[config.mk]
export PLATFORM = sky130hd
export DESIGN_NAME = ascii_dec_hex_number_parser_flat
export DESIGN_NICKNAME = d
export VERILOG_FILES = /design/src/rtl/adhp_pkg.sv /design/src/rtl/adhp_if.sv /design/src/rtl/adhp_step.sv /design/src/rtl/adhp_rsp_reg.sv /design/src/rtl/ascii_dec_hex_number_parser.sv /design/src/flat_wrapper.sv
export SDC_FILE = /design/constraint.sdc
export NUM_CORES = 1
export LEC_CHECK = 0
export BUFFER_PORTS_ARGS = -buffer_cell sky130_fd_sc_hd__buf_4
export CELL_PAD_IN_SITES_DETAIL_PLACEMENT = 1
export CELL_PAD_IN_SITES_GLOBAL_PLACEMENT = 1
export CORE_MARGIN = 5
export CORE_UTILIZATION = 35
export CTS_BUF_LIST = sky130_fd_sc_hd__clkbuf_8
export DETAILED_ROUTE_END_ITERATION = 6
export PLACE_DENSITY_LB_ADDON = 0.1
export SLEW_MARGIN = 25
export SYNTH_ARGS = -nofsm -noshare
export SYNTH_HDL_FRONTEND = slang
export SYNTH_SLANG_ARGS = --single-unit
[constraint.sdc]
create_clock -name clock -period 6.6 [get_ports clock]
set_input_delay 0.33 -clock clock [delete_from_list [all_inputs] [get_ports clock]]
set_output_delay 0.33 -clock clock [all_outputs]
set_load 0.02 [all_outputs]
[src/rtl/adhp_pkg.sv]
// Package for the ASCII decimal/hex number parser.
// Holds the phase codes, the scan state and result records, and character helpers.
// No dependencies.
`default_nettype none

package adhp_pkg;

   localparam int VALUE_WIDTH = 32;
   localparam int CHAR_WIDTH  = 8;

   localparam logic [CHAR_WIDTH-1:0] CHAR_NUL     = 8'h00;
   localparam logic [CHAR_WIDTH-1:0] CHAR_TAB     = 8'h09;
   localparam logic [CHAR_WIDTH-1:0] CHAR_LF      = 8'h0A;
   localparam logic [CHAR_WIDTH-1:0] CHAR_CR      = 8'h0D;
   localparam logic [CHAR_WIDTH-1:0] CHAR_SPACE   = 8'h20;
   localparam logic [CHAR_WIDTH-1:0] CHAR_ZERO    = 8'h30;
   localparam logic [CHAR_WIDTH-1:0] CHAR_NINE    = 8'h39;
   localparam logic [CHAR_WIDTH-1:0] CHAR_UPPER_A = 8'h41;
   localparam logic [CHAR_WIDTH-1:0] CHAR_UPPER_F = 8'h46;
   localparam logic [CHAR_WIDTH-1:0] CHAR_UPPER_X = 8'h58;
   localparam logic [CHAR_WIDTH-1:0] CHAR_LOWER_A = 8'h61;
   localparam logic [CHAR_WIDTH-1:0] CHAR_LOWER_F = 8'h66;
   localparam logic [CHAR_WIDTH-1:0] CHAR_LOWER_X = 8'h78;

   typedef enum logic [4:0] {
      PH_SKIP   = 5'b00001,
      PH_ZERO   = 5'b00010,
      PH_DIGITS = 5'b00100,
      PH_DONE   = 5'b01000,
      PH_FAIL   = 5'b10000
   } phase_type;

   typedef struct packed {
      phase_type              phase;
      logic                   hex_mode;
      logic [VALUE_WIDTH-1:0] accumulator;
      logic                   seen_digit;
   } scan_state_type;

   typedef struct packed {
      logic                   ok;
      logic [VALUE_WIDTH-1:0] value;
   } result_type;

   localparam scan_state_type SCAN_RESET = '{
      phase:       PH_SKIP,
      hex_mode:    1'b0,
      accumulator: '0,
      seen_digit:  1'b0
   };

   function automatic logic is_white_char(input logic [CHAR_WIDTH-1:0] ch);
      return ch inside {CHAR_SPACE, CHAR_TAB, CHAR_CR, CHAR_LF};
   endfunction

   function automatic logic is_dec_digit(input logic [CHAR_WIDTH-1:0] ch);
      return ch inside {[CHAR_ZERO:CHAR_NINE]};
   endfunction

   function automatic logic is_hex_letter(input logic [CHAR_WIDTH-1:0] ch);
      return ch inside {[CHAR_UPPER_A:CHAR_UPPER_F], [CHAR_LOWER_A:CHAR_LOWER_F]};
   endfunction

   // Digits carry their value in the low nibble; letters A-F / a-f have 1..6 there.
   function automatic logic [3:0] digit_value(input logic [CHAR_WIDTH-1:0] ch);
      return is_dec_digit(ch) ? ch[3:0] : 4'(ch[3:0] + 4'd9);
   endfunction

endpackage

`default_nettype wire

[src/rtl/adhp_if.sv]
// Valid/ready channel interfaces for the number parser.
// Depends on adhp_pkg for field widths.
`default_nettype none

interface adhp_req_if;
   logic                               valid;
   logic                               ready;
   logic [adhp_pkg::CHAR_WIDTH-1:0]    character;

   modport source (output valid, output character, input ready);
   modport sink   (input valid, input character, output ready);
endinterface

interface adhp_rsp_if;
   logic                                 valid;
   logic                                 ready;
   logic                                 ok;
   logic signed [adhp_pkg::VALUE_WIDTH-1:0] value;

   modport source (output valid, output ok, output value, input ready);
   modport sink   (input valid, input ok, input value, output ready);
endinterface

`default_nettype wire

[src/rtl/adhp_step.sv]
// Next-state and result logic for one character of the number parser.
// Purely combinational; depends on adhp_pkg.
`default_nettype none

module adhp_step (
   input  wire adhp_pkg::scan_state_type          cur,
   input  wire logic [adhp_pkg::CHAR_WIDTH-1:0]   character,
   output adhp_pkg::scan_state_type               nxt,
   output logic                                   emit,
   output adhp_pkg::result_type                   result
);

   logic                                 eff_hex;
   logic [adhp_pkg::VALUE_WIDTH-1:0]     eff_acc;
   logic                                 eff_seen;
   logic                                 run_digit;
   logic                                 digit_ok;
   logic [adhp_pkg::VALUE_WIDTH-1:0]     scaled;
   logic                                 ws;

   always_comb begin
      ws        = adhp_pkg::is_white_char(character);
      eff_hex   = cur.hex_mode;
      eff_acc   = cur.accumulator;
      eff_seen  = cur.seen_digit;
      run_digit = 1'b0;
      nxt       = cur;
      emit      = 1'b0;
      result    = '0;

      if (character == adhp_pkg::CHAR_NUL) begin
         // end of string: report and rearm
         emit = 1'b1;
         if (cur.phase == adhp_pkg::PH_ZERO) begin
            result.ok = 1'b1;
         end else if ((cur.phase == adhp_pkg::PH_DIGITS && cur.seen_digit) ||
                      cur.phase == adhp_pkg::PH_DONE) begin
            result.ok    = 1'b1;
            result.value = cur.accumulator;
         end
         nxt = adhp_pkg::SCAN_RESET;
      end else begin
         case (cur.phase)
            adhp_pkg::PH_SKIP: begin
               if (ws) begin
                  nxt = cur;
               end else if (character == adhp_pkg::CHAR_ZERO) begin
                  nxt.phase = adhp_pkg::PH_ZERO;
               end else begin
                  eff_hex   = 1'b0;
                  eff_acc   = '0;
                  eff_seen  = 1'b0;
                  run_digit = 1'b1;
               end
            end
            adhp_pkg::PH_ZERO: begin
               if (character == adhp_pkg::CHAR_LOWER_X ||
                   character == adhp_pkg::CHAR_UPPER_X) begin
                  nxt.phase       = adhp_pkg::PH_DIGITS;
                  nxt.hex_mode    = 1'b1;
                  nxt.accumulator = '0;
                  nxt.seen_digit  = 1'b0;
               end else begin
                  // the leading zero counts as a decimal digit
                  eff_hex   = 1'b0;
                  eff_acc   = '0;
                  eff_seen  = 1'b1;
                  run_digit = 1'b1;
               end
            end
            adhp_pkg::PH_DIGITS: begin
               run_digit = 1'b1;
            end
            default: begin
               nxt = cur;
            end
         endcase
      end

      digit_ok = adhp_pkg::is_dec_digit(character) ||
                 (eff_hex && adhp_pkg::is_hex_letter(character));
      scaled   = eff_hex ? {eff_acc[27:0], 4'b0000}
                         : ({eff_acc[28:0], 3'b000} + {eff_acc[30:0], 1'b0});

      if (run_digit) begin
         nxt.hex_mode    = eff_hex;
         nxt.accumulator = eff_acc;
         nxt.seen_digit  = eff_seen;
         if (ws && eff_seen) begin
            nxt.phase = adhp_pkg::PH_DONE;
         end else if (digit_ok) begin
            nxt.phase       = adhp_pkg::PH_DIGITS;
            nxt.accumulator = scaled +
                              {{(adhp_pkg::VALUE_WIDTH-4){1'b0}},
                               adhp_pkg::digit_value(character)};
            nxt.seen_digit  = 1'b1;
         end else begin
            nxt.phase = adhp_pkg::PH_FAIL;
         end
      end
   end

endmodule

`default_nettype wire

[src/rtl/adhp_rsp_reg.sv]
// Result register driving the response channel of the number parser.
// Depends on adhp_pkg and adhp_rsp_if.
`default_nettype none

module adhp_rsp_reg (
   input  wire logic                  clock,
   input  wire logic                  reset,
   input  wire logic                  load,
   input  wire adhp_pkg::result_type  load_data,
   output logic                       free,
   adhp_rsp_if.source                 rsp
);

   logic                  valid_ff;
   logic                  valid_in;
   adhp_pkg::result_type  data_ff;

   assign free     = !valid_ff || rsp.ready;
   assign valid_in = load ? 1'b1 : (valid_ff && !rsp.ready);

   always_ff @(posedge clock) begin
      if (reset) begin
         valid_ff <= 1'b0;
      end else begin
         valid_ff <= valid_in;
      end
   end

   always_ff @(posedge clock) begin
      if (load) begin
         data_ff <= load_data;
      end
   end

   assign rsp.valid = valid_ff;
   assign rsp.ok    = data_ff.ok;
   assign rsp.value = $signed(data_ff.value);

endmodule

`default_nettype wire

[src/rtl/ascii_dec_hex_number_parser.sv]
// Top level of the ASCII decimal/hex number parser.
// Instantiates adhp_step and adhp_rsp_reg; depends on adhp_pkg and adhp_if.
//
// The parser takes one ASCII character per word on req_chan and accepts a new
// word every cycle unless a held response stalls it, so a string and its zero
// terminator stream in back to back. Leading space, tab, CR and LF are
// skipped; a leading 0x or 0X selects hexadecimal (either letter case),
// otherwise the number is decimal. Digits build value*base+digit, wrapping
// modulo 2^32. Whitespace after a digit ends the number and the rest of the
// string is ignored; any character outside the base fails the string. Only
// the zero byte produces a word on rsp_chan, in the cycle after it is accepted,
// carrying ok and value (value is zero when ok is low); the parser then
// rearms for the next string. The combinational next-state path (one shift-add
// for the base multiply plus the digit add) bounds the clock. While a held
// response is blocked by rsp_chan.ready, req_chan stalls, whatever the
// incoming character; as soon as the response leaves, input resumes in the
// same cycle.
`default_nettype none

module ascii_dec_hex_number_parser (
   input  wire logic   clock,
   input  wire logic   reset,
   adhp_req_if.sink    req_chan,
   adhp_rsp_if.source  rsp_chan
);

   adhp_pkg::scan_state_type  state_ff;
   adhp_pkg::scan_state_type  state_in;
   adhp_pkg::result_type      step_result;
   logic                      step_emit;
   logic                      rsp_free;
   logic                      req_accept;

   // accept whenever the result register can take a response this cycle
   assign req_chan.ready = rsp_free;
   assign req_accept     = req_chan.valid && rsp_free;

   adhp_step u_step (
      .cur       (state_ff),
      .character (req_chan.character),
      .nxt       (state_in),
      .emit      (step_emit),
      .result    (step_result)
   );

   // advance the scan state on every accepted word, hold otherwise
   always_ff @(posedge clock) begin
      if (reset) begin
         state_ff <= adhp_pkg::SCAN_RESET;
      end else if (req_accept) begin
         state_ff <= state_in;
      end
   end

   adhp_rsp_reg u_rsp_reg (
      .clock     (clock),
      .reset     (reset),
      .load      (req_accept && step_emit),
      .load_data (step_result),
      .free      (rsp_free),
      .rsp       (rsp_chan)
   );

   // a terminator shows up as a response on the next cycle
   assert property (@(posedge clock) disable iff (reset)
      req_accept && req_chan.character == adhp_pkg::CHAR_NUL |=> rsp_chan.valid)
      else $error("terminator did not produce a response");

   // a terminator rearms the scanner
   assert property (@(posedge clock) disable iff (reset)
      req_accept && req_chan.character == adhp_pkg::CHAR_NUL |=>
         state_ff == adhp_pkg::SCAN_RESET)
      else $error("scanner not rearmed after terminator");

   // a failed parse reports zero
   assert property (@(posedge clock) disable iff (reset)
      rsp_chan.valid && !rsp_chan.ok |-> rsp_chan.value == '0)
      else $error("nonzero value with ok low");

   // input only stalls behind a held response
   assert property (@(posedge clock) disable iff (reset)
      !req_chan.ready |-> rsp_chan.valid && !rsp_chan.ready)
      else $error("input stalled without a blocked response");

endmodule

`default_nettype wire
[src/flat_wrapper.sv]
// flat-port wrapper written by rule: the top's interface ports become plain ports
module ascii_dec_hex_number_parser_flat 
  (clock, reset, req_chan_valid, req_chan_character, req_chan_ready, rsp_chan_valid, rsp_chan_ok, rsp_chan_value, rsp_chan_ready);
  adhp_req_if req_chan_i ();
  adhp_rsp_if rsp_chan_i ();
  input  wire logic clock;
  input  wire logic reset;
  input wire logic [$bits(req_chan_i.valid)-1:0] req_chan_valid;
  input wire logic [$bits(req_chan_i.character)-1:0] req_chan_character;
  output wire logic [$bits(req_chan_i.ready)-1:0] req_chan_ready;
  output wire logic [$bits(rsp_chan_i.valid)-1:0] rsp_chan_valid;
  output wire logic [$bits(rsp_chan_i.ok)-1:0] rsp_chan_ok;
  output wire logic [$bits(rsp_chan_i.value)-1:0] rsp_chan_value;
  input wire logic [$bits(rsp_chan_i.ready)-1:0] rsp_chan_ready;
  assign req_chan_i.valid = req_chan_valid;
  assign req_chan_i.character = req_chan_character;
  assign req_chan_ready = req_chan_i.ready;
  assign rsp_chan_valid = rsp_chan_i.valid;
  assign rsp_chan_ok = rsp_chan_i.ok;
  assign rsp_chan_value = rsp_chan_i.value;
  assign rsp_chan_i.ready = rsp_chan_ready;
  ascii_dec_hex_number_parser u_core (.clock(clock), .reset(reset), .req_chan(req_chan_i), .rsp_chan(rsp_chan_i));
endmodule
==> flow_summary_export.csv, run 1 <==
group,metric,value,unit
sta,hold_viol_final,0,
floorplanning,die_area,0.02001,mm²
worst_setup_path,crit_required,6.84,ns
sta,grt_setup_unrepaired,"no",
cts,cts_num_sinks,73,
synth,post-synth-top-area-cell,"edfxtp_1",
global_routing,grt_overflow_total,0,
synth,synth_cell_types,84,
route,dr.pass1.iters,6,
route,dr.first_iter.drc_count,315,
sta,relSlewSlack,36.07,%
cts,ctsResizeCount,0,
sta,fin_skew,0.02252,ns
route,wl_per_cell,19.68,µm
cts,cts_buffers,9,
route,final_antenna_net_count,0,
placement,dp_cells,978,
synth,async_flop_share,0,%
floorplanning,core,0.01712,mm²
worst_setup_path,cp-start-kind,"flop",
floorplanning,ioPinCount,47,
sta,final_max_slew_viol_count,0,
worst_setup_path,crit_arrival,6.17,ns
floorplanning,die_h,141.4,µm
worst_setup_path,critical-path-top-delay-family,"compound AO/OA/AOI/OAI gates",
cts,post_cts_buffers,0,
run,maxCapViolations,0,
worst_hold_path,min_path_type,"input pin to flop",
synth,netlist_instances,735,
synth,syn_nets,784,
sta,setup_tns,0,ns
cells_and_area,fillers,2072,
sta,finalCritPeriodShare,89.79,%
route,via_count,5642,
cts,cts_max_path_buffers,2,
cts,root_buffer,"clkbuf_8",
route,viasPerCell,5.670,
worst_setup_path,crit_top_cell,"a21oi_1",
synth,yosys-top-cells-area,"edfxtp_1 16%, dfxtp_1 13%, ha_1 7.2%, and2_1 6.6%, nand2_1 5.2%",
worst_setup_path,critical_path.cell_chain,"nor4b_1, mux2_2, and3_1, nand2_1, and2_1, ha_1, o211ai_1, o21ai_0, a21oi_1, a2111o_1, a21oi_1, a41oi_1, a21oi_2, nand4_2, or3_1, a32o_1",
pwr,irDropWorstVdd,0.07895,mV
cts,cts_max_level,3,
worst_setup_path,critPathMaxStageDelay,0.50,ns
route,drc,0,
worst_setup_path,crit_fanout,23,
synth,synth_top_area_share,16.39,%
synth,synth_area_per_cell,8.227,µm²
cells_and_area,fin_nets,814,
cts,insertion_delay,0.36,ns
cells_and_area,utilization,39.95,%
placement,dp_hpwl,15.35,mm
worst_setup_path,endpoint_kind,"flop",
route,wl,19.58,mm
global_routing,grt_pass1_wl,31.97,mm
cts,postCtsHoldBufs,0,
worst_setup_path,ff2ff_setup_slack,0.67,ns
cells_and_area,drive_gt1_share,11.82,%
pwr,p_per_area,155.5,mW/mm²
global_routing,grt_pass1_vias,5740,
synth,ys_seq_area_share,29.63,%
sta,worstMarginPinSlew,0.9589,ns
global_routing,antenna_found_initial,0,
synth,synth-edff-count,33,
pwr,power,0.001063,W
sta,finalSetupViolCount,0,
cells_and_area,num_antenna_cells,0,
pwr,p_leak,2.684,nW
global_routing,grt_usage,19.80,%
status,outcome,"finished clean",
cells_and_area,area_growth,13.08,%
synth,ys_warn_count,0,
cts,clk_pin_slew_worst_paths,0.09,ns
floorplanning,dieWidth,141.4,µm
synth,synth_seq_cells,73,
cells_and_area,instances_no_fill,995,
sta,fmax,168.7,MHz
synth,synthesis.area,0.006047,mm²
worst_setup_path,cp_num_buf_inv,0,
cts,cts_tree,"built",
synth,synth_ff_type,"dfxtp_1",
floorplanning,initial_core_util,35.33,%
worst_setup_path,crit_slowest_cell,"nand2_1",
global_routing,grt_max_degree,40,
placement,routabilityCongestion,0.8717,
sta,timing.final.crit_period,5.926,ns
floorplanning,rows,48,
worst_setup_path,worstSetupPathType,"flop to flop",
placement,port_buffers,46,
power breakdown:
part	switching (W)	internal, W
combinational	0.000105	0.0000466
clock	0.000182	0.000249
sequential	0.00000760	0.000473
total	0.000295	0.000768
state kept, by name, indices dropped and copies added (netlist names):
name                        cells
u_core.u_rsp_reg.rsp.value     32
u_core.u_rsp_reg.rsp.valid      1
u_core.state_ff                39
u_core.u_rsp_reg.rsp.ok         1
kinds of logic (layout without fill, tap and decap cells):
family	count (synthesis)	count (layout)	synth area share, %
AND/OR/NAND/NOR	317	317	27.83
AO/OA/AOI/OAI	197	197	22.24
flip-flops	73	73	29.63
buffers and inverters	52	87	3.497
XOR/XNOR	45	45	6.518
adder cells (fa/ha/maj)	37	37	7.904
multiplexers	14	14	2.380
final timing paths:
check,depth (start not counted),to,from
worst max register to register,16,u_core.state_ff[29],u_core.state_ff[36]
worst max-delay path,16,u_core.state_ff[29],u_core.state_ff[36]
worst min register to register,2,u_core.state_ff[31],u_core.state_ff[31]
worst min-delay path,2,u_core.state_ff[19],reset
routing by layer:
layer / track usage, % / part of all wire (%) / up-vias
li1: - / - / 2752
met1: 29.95 / 52 / 2757
met2: 30.55 / 43 / 121
met3: 2.022 / 4.0 / 12
met4: 4.242 / 0.90 / 0
met5: 0 / 0 / -
metrics by stage:
step	hold WS [ns]	worst slack, ns	instance area, µm²
after CTS	0.3220	0.6692	6818
after floorplan	0.4311	1.335	6047
after global placement	0.4819	0.6623	6583
final	0.3339	0.6738	6838
after global routing	0.3467	0.1485	6838
after detailed placement	0.4843	0.4956	6583
layout make-up:
type                            count  area (µm²)  share of cell area, %
Multi-Input combinational cell    610        4051                  59.25
Sequential cell                    73        1792                  26.20
Timing Repair Buffer               53       410.4                  6.002
Tap cell                          225       281.5                  4.117
Clock buffer                        9       123.9                  1.812
Clock inverter                      7       111.4                  1.629
Inverter                           18       67.56                 0.9881
cell usage in the layout, fill, tap and decap left out, drive strengths merged, types with 8 or more instances in the layout:
cell type	n
nand3	24
and2	64
o211ai	10
ha	35
inv	20
clkbuf	9
nand4	14
a21o	12
xor2	17
dfxtp	40
mux2i	11
and3	9
a21oi	52
nor2	54
a22oi	10
edfxtp	33
nor3	13
o21ai	45
nand2	84
buf	53
nand2b	8
xnor2	28
cells in the mapped netlist (8+ instances only):
master,count
nor3_1,11
and2_1,64
inv_1,18
and3_1,9
o21ai_0,42
nand3_1,24
edfxtp_1,33
ha_1,35
a21oi_1,49
nand4_1,13
dfxtp_1,40
mux2i_1,11
clkbuf_1,25
nand2_1,84
a22oi_1,10
xnor2_1,28
o211ai_1,10
nand2b_1,8
nor2_1,54
xor2_1,17
a21o_1,12
(Power assumes the default switching activity.)
==> inputs of run 2 (changes only) <==
- CORE_MARGIN: 5 -> unset
==> flow_summary_export.csv, run 2 (same netlist as run 1, synthesis figures left out) <==
group,metric,value,unit
worst_setup_path,crit_arrival,6.14,ns
worst_setup_path,rr_startpoint,"u_core.state_ff[35]",
cts,cts_tree,"built",
sta,hold_viol_final,0,
global_routing,grt_pass1_vias,5546,
route,dr.first_iter.drc_count,294,
cts,cts_max_level,3,
worst_setup_path,cp-start-kind,"flop",
worst_setup_path,worstSetupPathType,"flop to flop",
placement,dp_cells,974,
cells_and_area,area_growth,11.50,%
cells_and_area,fin_area,0.006743,mm²
cells_and_area,utilization,40.37,%
sta,worstMarginPinSlew,0.9865,ns
pwr,irDropWorstVdd,0.08794,mV
global_routing,grt_overflow_total,0,
placement,dp_hpwl,14.89,mm
sta,finalCritPeriodShare,89.35,%
route,wl_per_cell,18.87,µm
pwr,p_seq_share,51.4,%
floorplanning,rows,47,
cts,insertion_delay,0.35,ns
pwr,combPwrFrac,16.0,%
global_routing,grt_usage,21.71,%
worst_hold_path,min_path_type,"input pin to flop",
route,via_count,5621,
route,viasPerCell,5.678,
worst_setup_path,ff2ff_setup_slack,0.70,ns
cells_and_area,num_antenna_cells,0,
global_routing,grt_max_degree,40,
placement,dp_slack,0.5299,ns
route,dr.pass1.iters,5,
placement,dpl-instance-area,0.006579,mm²
floorplanning,die_h,133.4,µm
placement,port_buffers,46,
sta,grt_setup_unrepaired,"no",
floorplanning,initial_core_util,36.21,%
sta,fin_skew,0.01429,ns
worst_setup_path,worstReg2RegEnd,"u_core.state_ff[29]",
cts,post_cts_buffers,0,
worst_setup_path,crit_required,6.84,ns
sta,final_max_slew_viol_count,0,
sta,worst_slack,0.7028,ns
cells_and_area,instances_no_fill,990,
cells_and_area,final_common_cell,"nand2_1",
pwr,p_per_area,138.7,mW/mm²
worst_setup_path,endpoint_kind,"flop",
sta,relSlewSlack,33.99,%
cells_and_area,fillers,2046,
route,final_antenna_net_count,0,
cells_and_area,largest_reg_flops,39,
cells_and_area,final_cell_mix,"84 x nand2_1, 64 x and2_1, 53 x nor2_1, 53 x buf_4, 49 x a21oi_1",
cts,ctsResizeCount,0,
cts,cts_max_path_buffers,2,
sta,fmax,169.6,MHz
run,maxCapViolations,0,
floorplanning,die_area,0.01781,mm²
route,wl,18.68,mm
worst_hold_path,worstHoldEndpoint,"u_core.state_ff[15]",
worst_hold_path,hold_depth,2,
worst_setup_path,reg2reg_depth,18,
global_routing,grt_pass1_wl,30.63,mm
sta,finalSetupViolCount,0,
cells_and_area,regArea,0.001792,mm²
cts,root_buffer,"clkbuf_8",
cts,clk_pin_slew_worst_paths,0.08,ns
pwr,p_int,0.0006524,W
cells_and_area,fin_nets,814,
cts,postCtsHoldBufs,0,
sta,timing.final.crit_period,5.897,ns
pwr,p_sw,0.0002827,W
floorplanning,dieWidth,133.4,µm
floorplanning,core,0.01670,mm²
cts,cts_num_sinks,73,
placement,routabilityCongestion,0.8590,
status,outcome,"finished clean",
pwr,p_clk_share,32.6,%
floorplanning,ioPinCount,47,
cells_and_area,top_register,"u_core.state_ff",
route,drc,0,
global_routing,antenna_found_initial,0,
sta,setup_tns,0,ns
cells_and_area,multi_input_area,0.004046,mm²
cells_and_area,drive_gt1_share,11.82,%
pwr,switching_share,30.23,%
cts,cts_buffers,9,
worst_hold_path,hold_start,"reset",
pwr,p_leak,2.651,nW
worst_setup_path,crit_fanout,23,
[run 2: cell count changes in the layout (fill, tap and decap cells not counted)]
| cell | before | now |
|---|---|---|
| buf_12 | 1 | 0 |
| buf_4 | 52 | 53 |
| bufinv_16 | 3 | 0 |
| nor2_2 | 0 | 1 |
| clkinv_2 | 1 | 3 |
| nor2_4 | 1 | 0 |
| clkinv_4 | 1 | 2 |
[run 2: power by group through the flow]
stage	Clock [W]	Combinational, W	Sequential (W)
after global placement	0	0.000146	0.000490
final	0.000305	0.000150	0.000481
after global routing	0.000333	0.000167	0.000481
after detailed placement	0	0.000149	0.000491
after floorplan	0	0.000108	0.000488
after CTS	0.000314	0.000150	0.000480
[run 2: cell type report]
| cell class | instances | share of cell area [%] |
|---|---|---|
| multi-input combinational | 610 | 60.01 |
| clock inverter | 7 | 0.5938 |
| timing repair buffer | 53 | 5.901 |
| tap | 220 | 4.082 |
| sequential | 73 | 26.57 |
| inverter | 18 | 1.002 |
| clock buffer | 9 | 1.837 |
[run 2: how the worst max path moves through the flow]
| stage | from | cells after the start | to | slack, ns |
|---|---|---|---|---|
| 2_1_floorplan | req_chan_character[4] | 21 | u_core.state_ff[29] | 1.34 |
| 3_3_place_gp | req_chan_character[4] | 17 | u_core.state_ff[29] | 0.69 |
| 3_5_place_dp | req_chan_character[4] | 19 | u_core.state_ff[29] | 0.53 |
| 4_1_cts | u_core.state_ff[35] | 18 | u_core.state_ff[29] | 0.68 |
| 5_1_grt | u_core.state_ff[35] | 18 | u_core.state_ff[29] | 0.24 |
| 6_report | u_core.state_ff[35] | 18 | u_core.state_ff[29] | 0.70 |
[run 2: per-layer routing]
layer	vias to the layer above	share of wire, %	GRT usage, %
met5	-	0	0
met4	0	1.0	4.672
met3	16	3.1	2.321
met2	105	42	32.03
met1	2747	54	33.55
li1	2753	-	-
[run 2: stage by stage]
| stage | hold WS [ns] | power [W] |
|---|---|---|
| finish | 0.3521 | 0.0009351 |
| global route | 0.3466 | 0.0009811 |
| CTS | 0.3322 | 0.0009445 |
| detailed placement | 0.4926 | 0.0006398 |
| global placement | 0.4839 | 0.0006369 |
| floorplan | 0.4311 | 0.0005961 |
[run 2: critical path, cell delays in order (launching register included)]
cell and delay, ns:
dfxtp_1 0.46, nor3b_1 0.47, nand4_1 0.21, and3_1 0.33
nand2_1 0.57, and2_1 0.27, ha_1 0.19, inv_1 0.06
fa_1 0.40, nand2b_1 0.20, a21o_1 0.19, a211oi_1 0.36
a21bo_2 0.27, a31oi_1 0.11, or4_1 0.45, a32oi_1 0.41
nand4_2 0.17, or3_1 0.40, a32o_1 0.25
==> inputs of run 3 (changes only) <==
==> constraint.sdc (replaced) <==
create_clock -name clock -period 6.6 [get_ports clock]
set_input_delay 0.99 -clock clock [delete_from_list [all_inputs] [get_ports clock]]
set_output_delay 0.99 -clock clock [all_outputs]
set_load 0.02 [all_outputs]
==> flow_summary_export.csv, run 3 (same netlist as run 1, synthesis figures left out) <==
group,metric,value,unit
cells_and_area,multi_input_area,0.004046,mm²
sta,worstMarginPinSlew,1.002,ns
cts,root_buffer,"clkbuf_8",
cts,cts_buffers,9,
sta,hold_viol_final,0,
cts,cts_num_sinks,73,
sta,timing.final.crit_period,6.068,ns
cts,postCtsHoldBufs,0,
route,via_count,5679,
worst_setup_path,rr_startpoint,"u_core.state_ff[35]",
global_routing,grt_usage,22.05,%
cells_and_area,fillers,2010,
cells_and_area,largest_reg_flops,39,
worst_setup_path,cp-start-kind,"input pin",
status,outcome,"finished clean",
cells_and_area,regArea,0.001792,mm²
global_routing,grt_max_degree,39,
worst_setup_path,critPathMaxStageDelay,0.53,ns
cts,post_cts_buffers,0,
cells_and_area,final_cell_mix,"84 x nand2_1, 64 x and2_1, 62 x buf_4",
floorplanning,ioPinCount,47,
cts,clk_pin_slew_worst_paths,0.08,ns
floorplanning,rows,47,
worst_setup_path,endpoint_kind,"flop",
route,final_antenna_net_count,0,
placement,routabilityCongestion,0.8763,
global_routing,grt_overflow_total,0,
worst_setup_path,crit_required,6.84,ns
sta,fin_skew,0.02185,ns
route,drc,0,
worst_setup_path,crit_fanout,8,
placement,dp_hpwl,15.26,mm
pwr,p_leak,2.697,nW
worst_setup_path,critical_path.cell_chain,"buf_4, or4_4, or3_4, and3_1, nand2_1, and2_1, ha_1, inv_1, fa_1, nand2b_1, a21o_1, a211oi_1, a21bo_2, a31oi_1, or4_1, a32oi_1, nand4_2, or3_1, a32o_1",
worst_setup_path,crit_path_start,"req_chan_character[4]",
sta,grt_setup_unrepaired,"no",
sta,finalCritPeriodShare,91.94,%
cells_and_area,final_common_cell,"nand2_1",
floorplanning,die_h,133.4,µm
worst_setup_path,worstSetupPathType,"input pin to flop",
cts,ctsResizeCount,0,
cells_and_area,drive_gt1_share,13.09,%
worst_hold_path,hold_depth,2,
placement,port_buffers,46,
global_routing,grt_pass1_vias,5607,
global_routing,antenna_found_initial,0,
worst_setup_path,worstReg2RegEnd,"u_core.state_ff[27]",
worst_setup_path,reg2reg_depth,18,
floorplanning,dieWidth,133.4,µm
route,dr.first_iter.drc_count,407,
route,viasPerCell,5.685,
global_routing,grt_pass1_wl,31.20,mm
sta,final_max_slew_viol_count,0,
route,wl_per_cell,19.24,µm
worst_hold_path,worstHoldEndpoint,"u_core.state_ff[30]",
cells_and_area,top_register,"u_core.state_ff",
worst_setup_path,crit_slowest_cell,"or4_4",
floorplanning,die_area,0.01781,mm²
cells_and_area,area_growth,13.28,%
sta,finalSetupViolCount,0,
cells_and_area,instances_no_fill,999,
placement,dp_cells,983,
pwr,irDropWorstVdd,0.07289,mV
route,dr.pass1.iters,5,
sta,fmax,164.8,MHz
pwr,p_per_area,145.5,mW/mm²
worst_setup_path,crit_arrival,6.31,ns
cts,insertion_delay,0.35,ns
worst_hold_path,hold_start,"u_core.state_ff[30]",
cts,cts_tree,"built",
run,maxCapViolations,0,
worst_hold_path,min_path_type,"flop to flop",
sta,relSlewSlack,32.98,%
worst_setup_path,ff2ff_setup_slack,1.07,ns
floorplanning,initial_core_util,36.21,%
cts,cts_max_path_buffers,2,
cells_and_area,num_antenna_cells,0,
cts,cts_max_level,3,
cells_and_area,fin_nets,823,
route,wl,19.22,mm
floorplanning,core,0.01670,mm²
sta,setup_tns,0,ns
run 3: how the worst max path moves through the flow:
stage                     endpoint  slack (ns)  depth (start not counted)
2_1_floorplan  u_core.state_ff[29]        0.68                         21
3_3_place_gp   u_core.state_ff[27]        0.41                         19
3_5_place_dp   u_core.state_ff[27]        0.23                         19
4_1_cts        u_core.state_ff[27]        0.56                         19
5_1_grt        u_core.state_ff[27]        0.29                         19
6_report       u_core.state_ff[27]        0.53                         19
run 3: where the power goes:
part / leakage [nW] / switching, W / total (W) / internal, W
Sequential: 0.626 / 0.00000696 / 0.000480 / 0.000473
Combinational: 1.98 / 0.000104 / 0.000154 / 0.0000501
Clock: 0.0949 / 0.000177 / 0.000363 / 0.000186
Total: 2.70 / 0.000288 / 0.000997 / 0.000708
run 3: worst max-delay path: cells and delay by family:
| family | cells | cell delay, ns |
|---|---|---|
| buffers and inverters | 2 | 0.20 |
| AOI/OAI and AO/OA | 6 | 1.56 |
| and+or+nand+nor | 9 | 2.94 |
| adders and majority gates | 2 | 0.60 |
run 3: layer usage:
metal / wire length, µm / GRT usage [%] / part of all wire (%)
met4: 107 / 4.293 / 0.56
met5: 0 / 0 / 0
met2: 8455 / 34.43 / 44
met3: 786 / 2.321 / 4.1
met1: 9871 / 32.73 / 51
run 3: final cells by class:
| cell class | instances | share of cell area, % |
|---|---|---|
| Multi-Input combinational cell | 610 | 59.07 |
| Sequential cell | 73 | 26.16 |
| Timing Repair Buffer | 62 | 6.795 |
| Tap cell | 220 | 4.018 |
| Clock buffer | 10 | 2.009 |
| Inverter | 18 | 0.9863 |
| Clock inverter | 6 | 0.9680 |
run 3: metrics by stage:
step           area, µm²  worst slack, ns  total power, W  util [%]  hold slack [ns]
5_1_grt             6850           0.2857        0.001040     41.02           0.5392
3_3_place_gp        6646           0.4070       0.0006409     39.80           0.4794
2_1_floorplan       6047           0.6751       0.0005961         -           0.4311
4_1_cts             6850           0.5595        0.001007     41.02           0.5025
6_report            6850           0.5320       0.0009967     41.02           0.5058
3_5_place_dp        6646           0.2260       0.0006428     39.80           0.4888
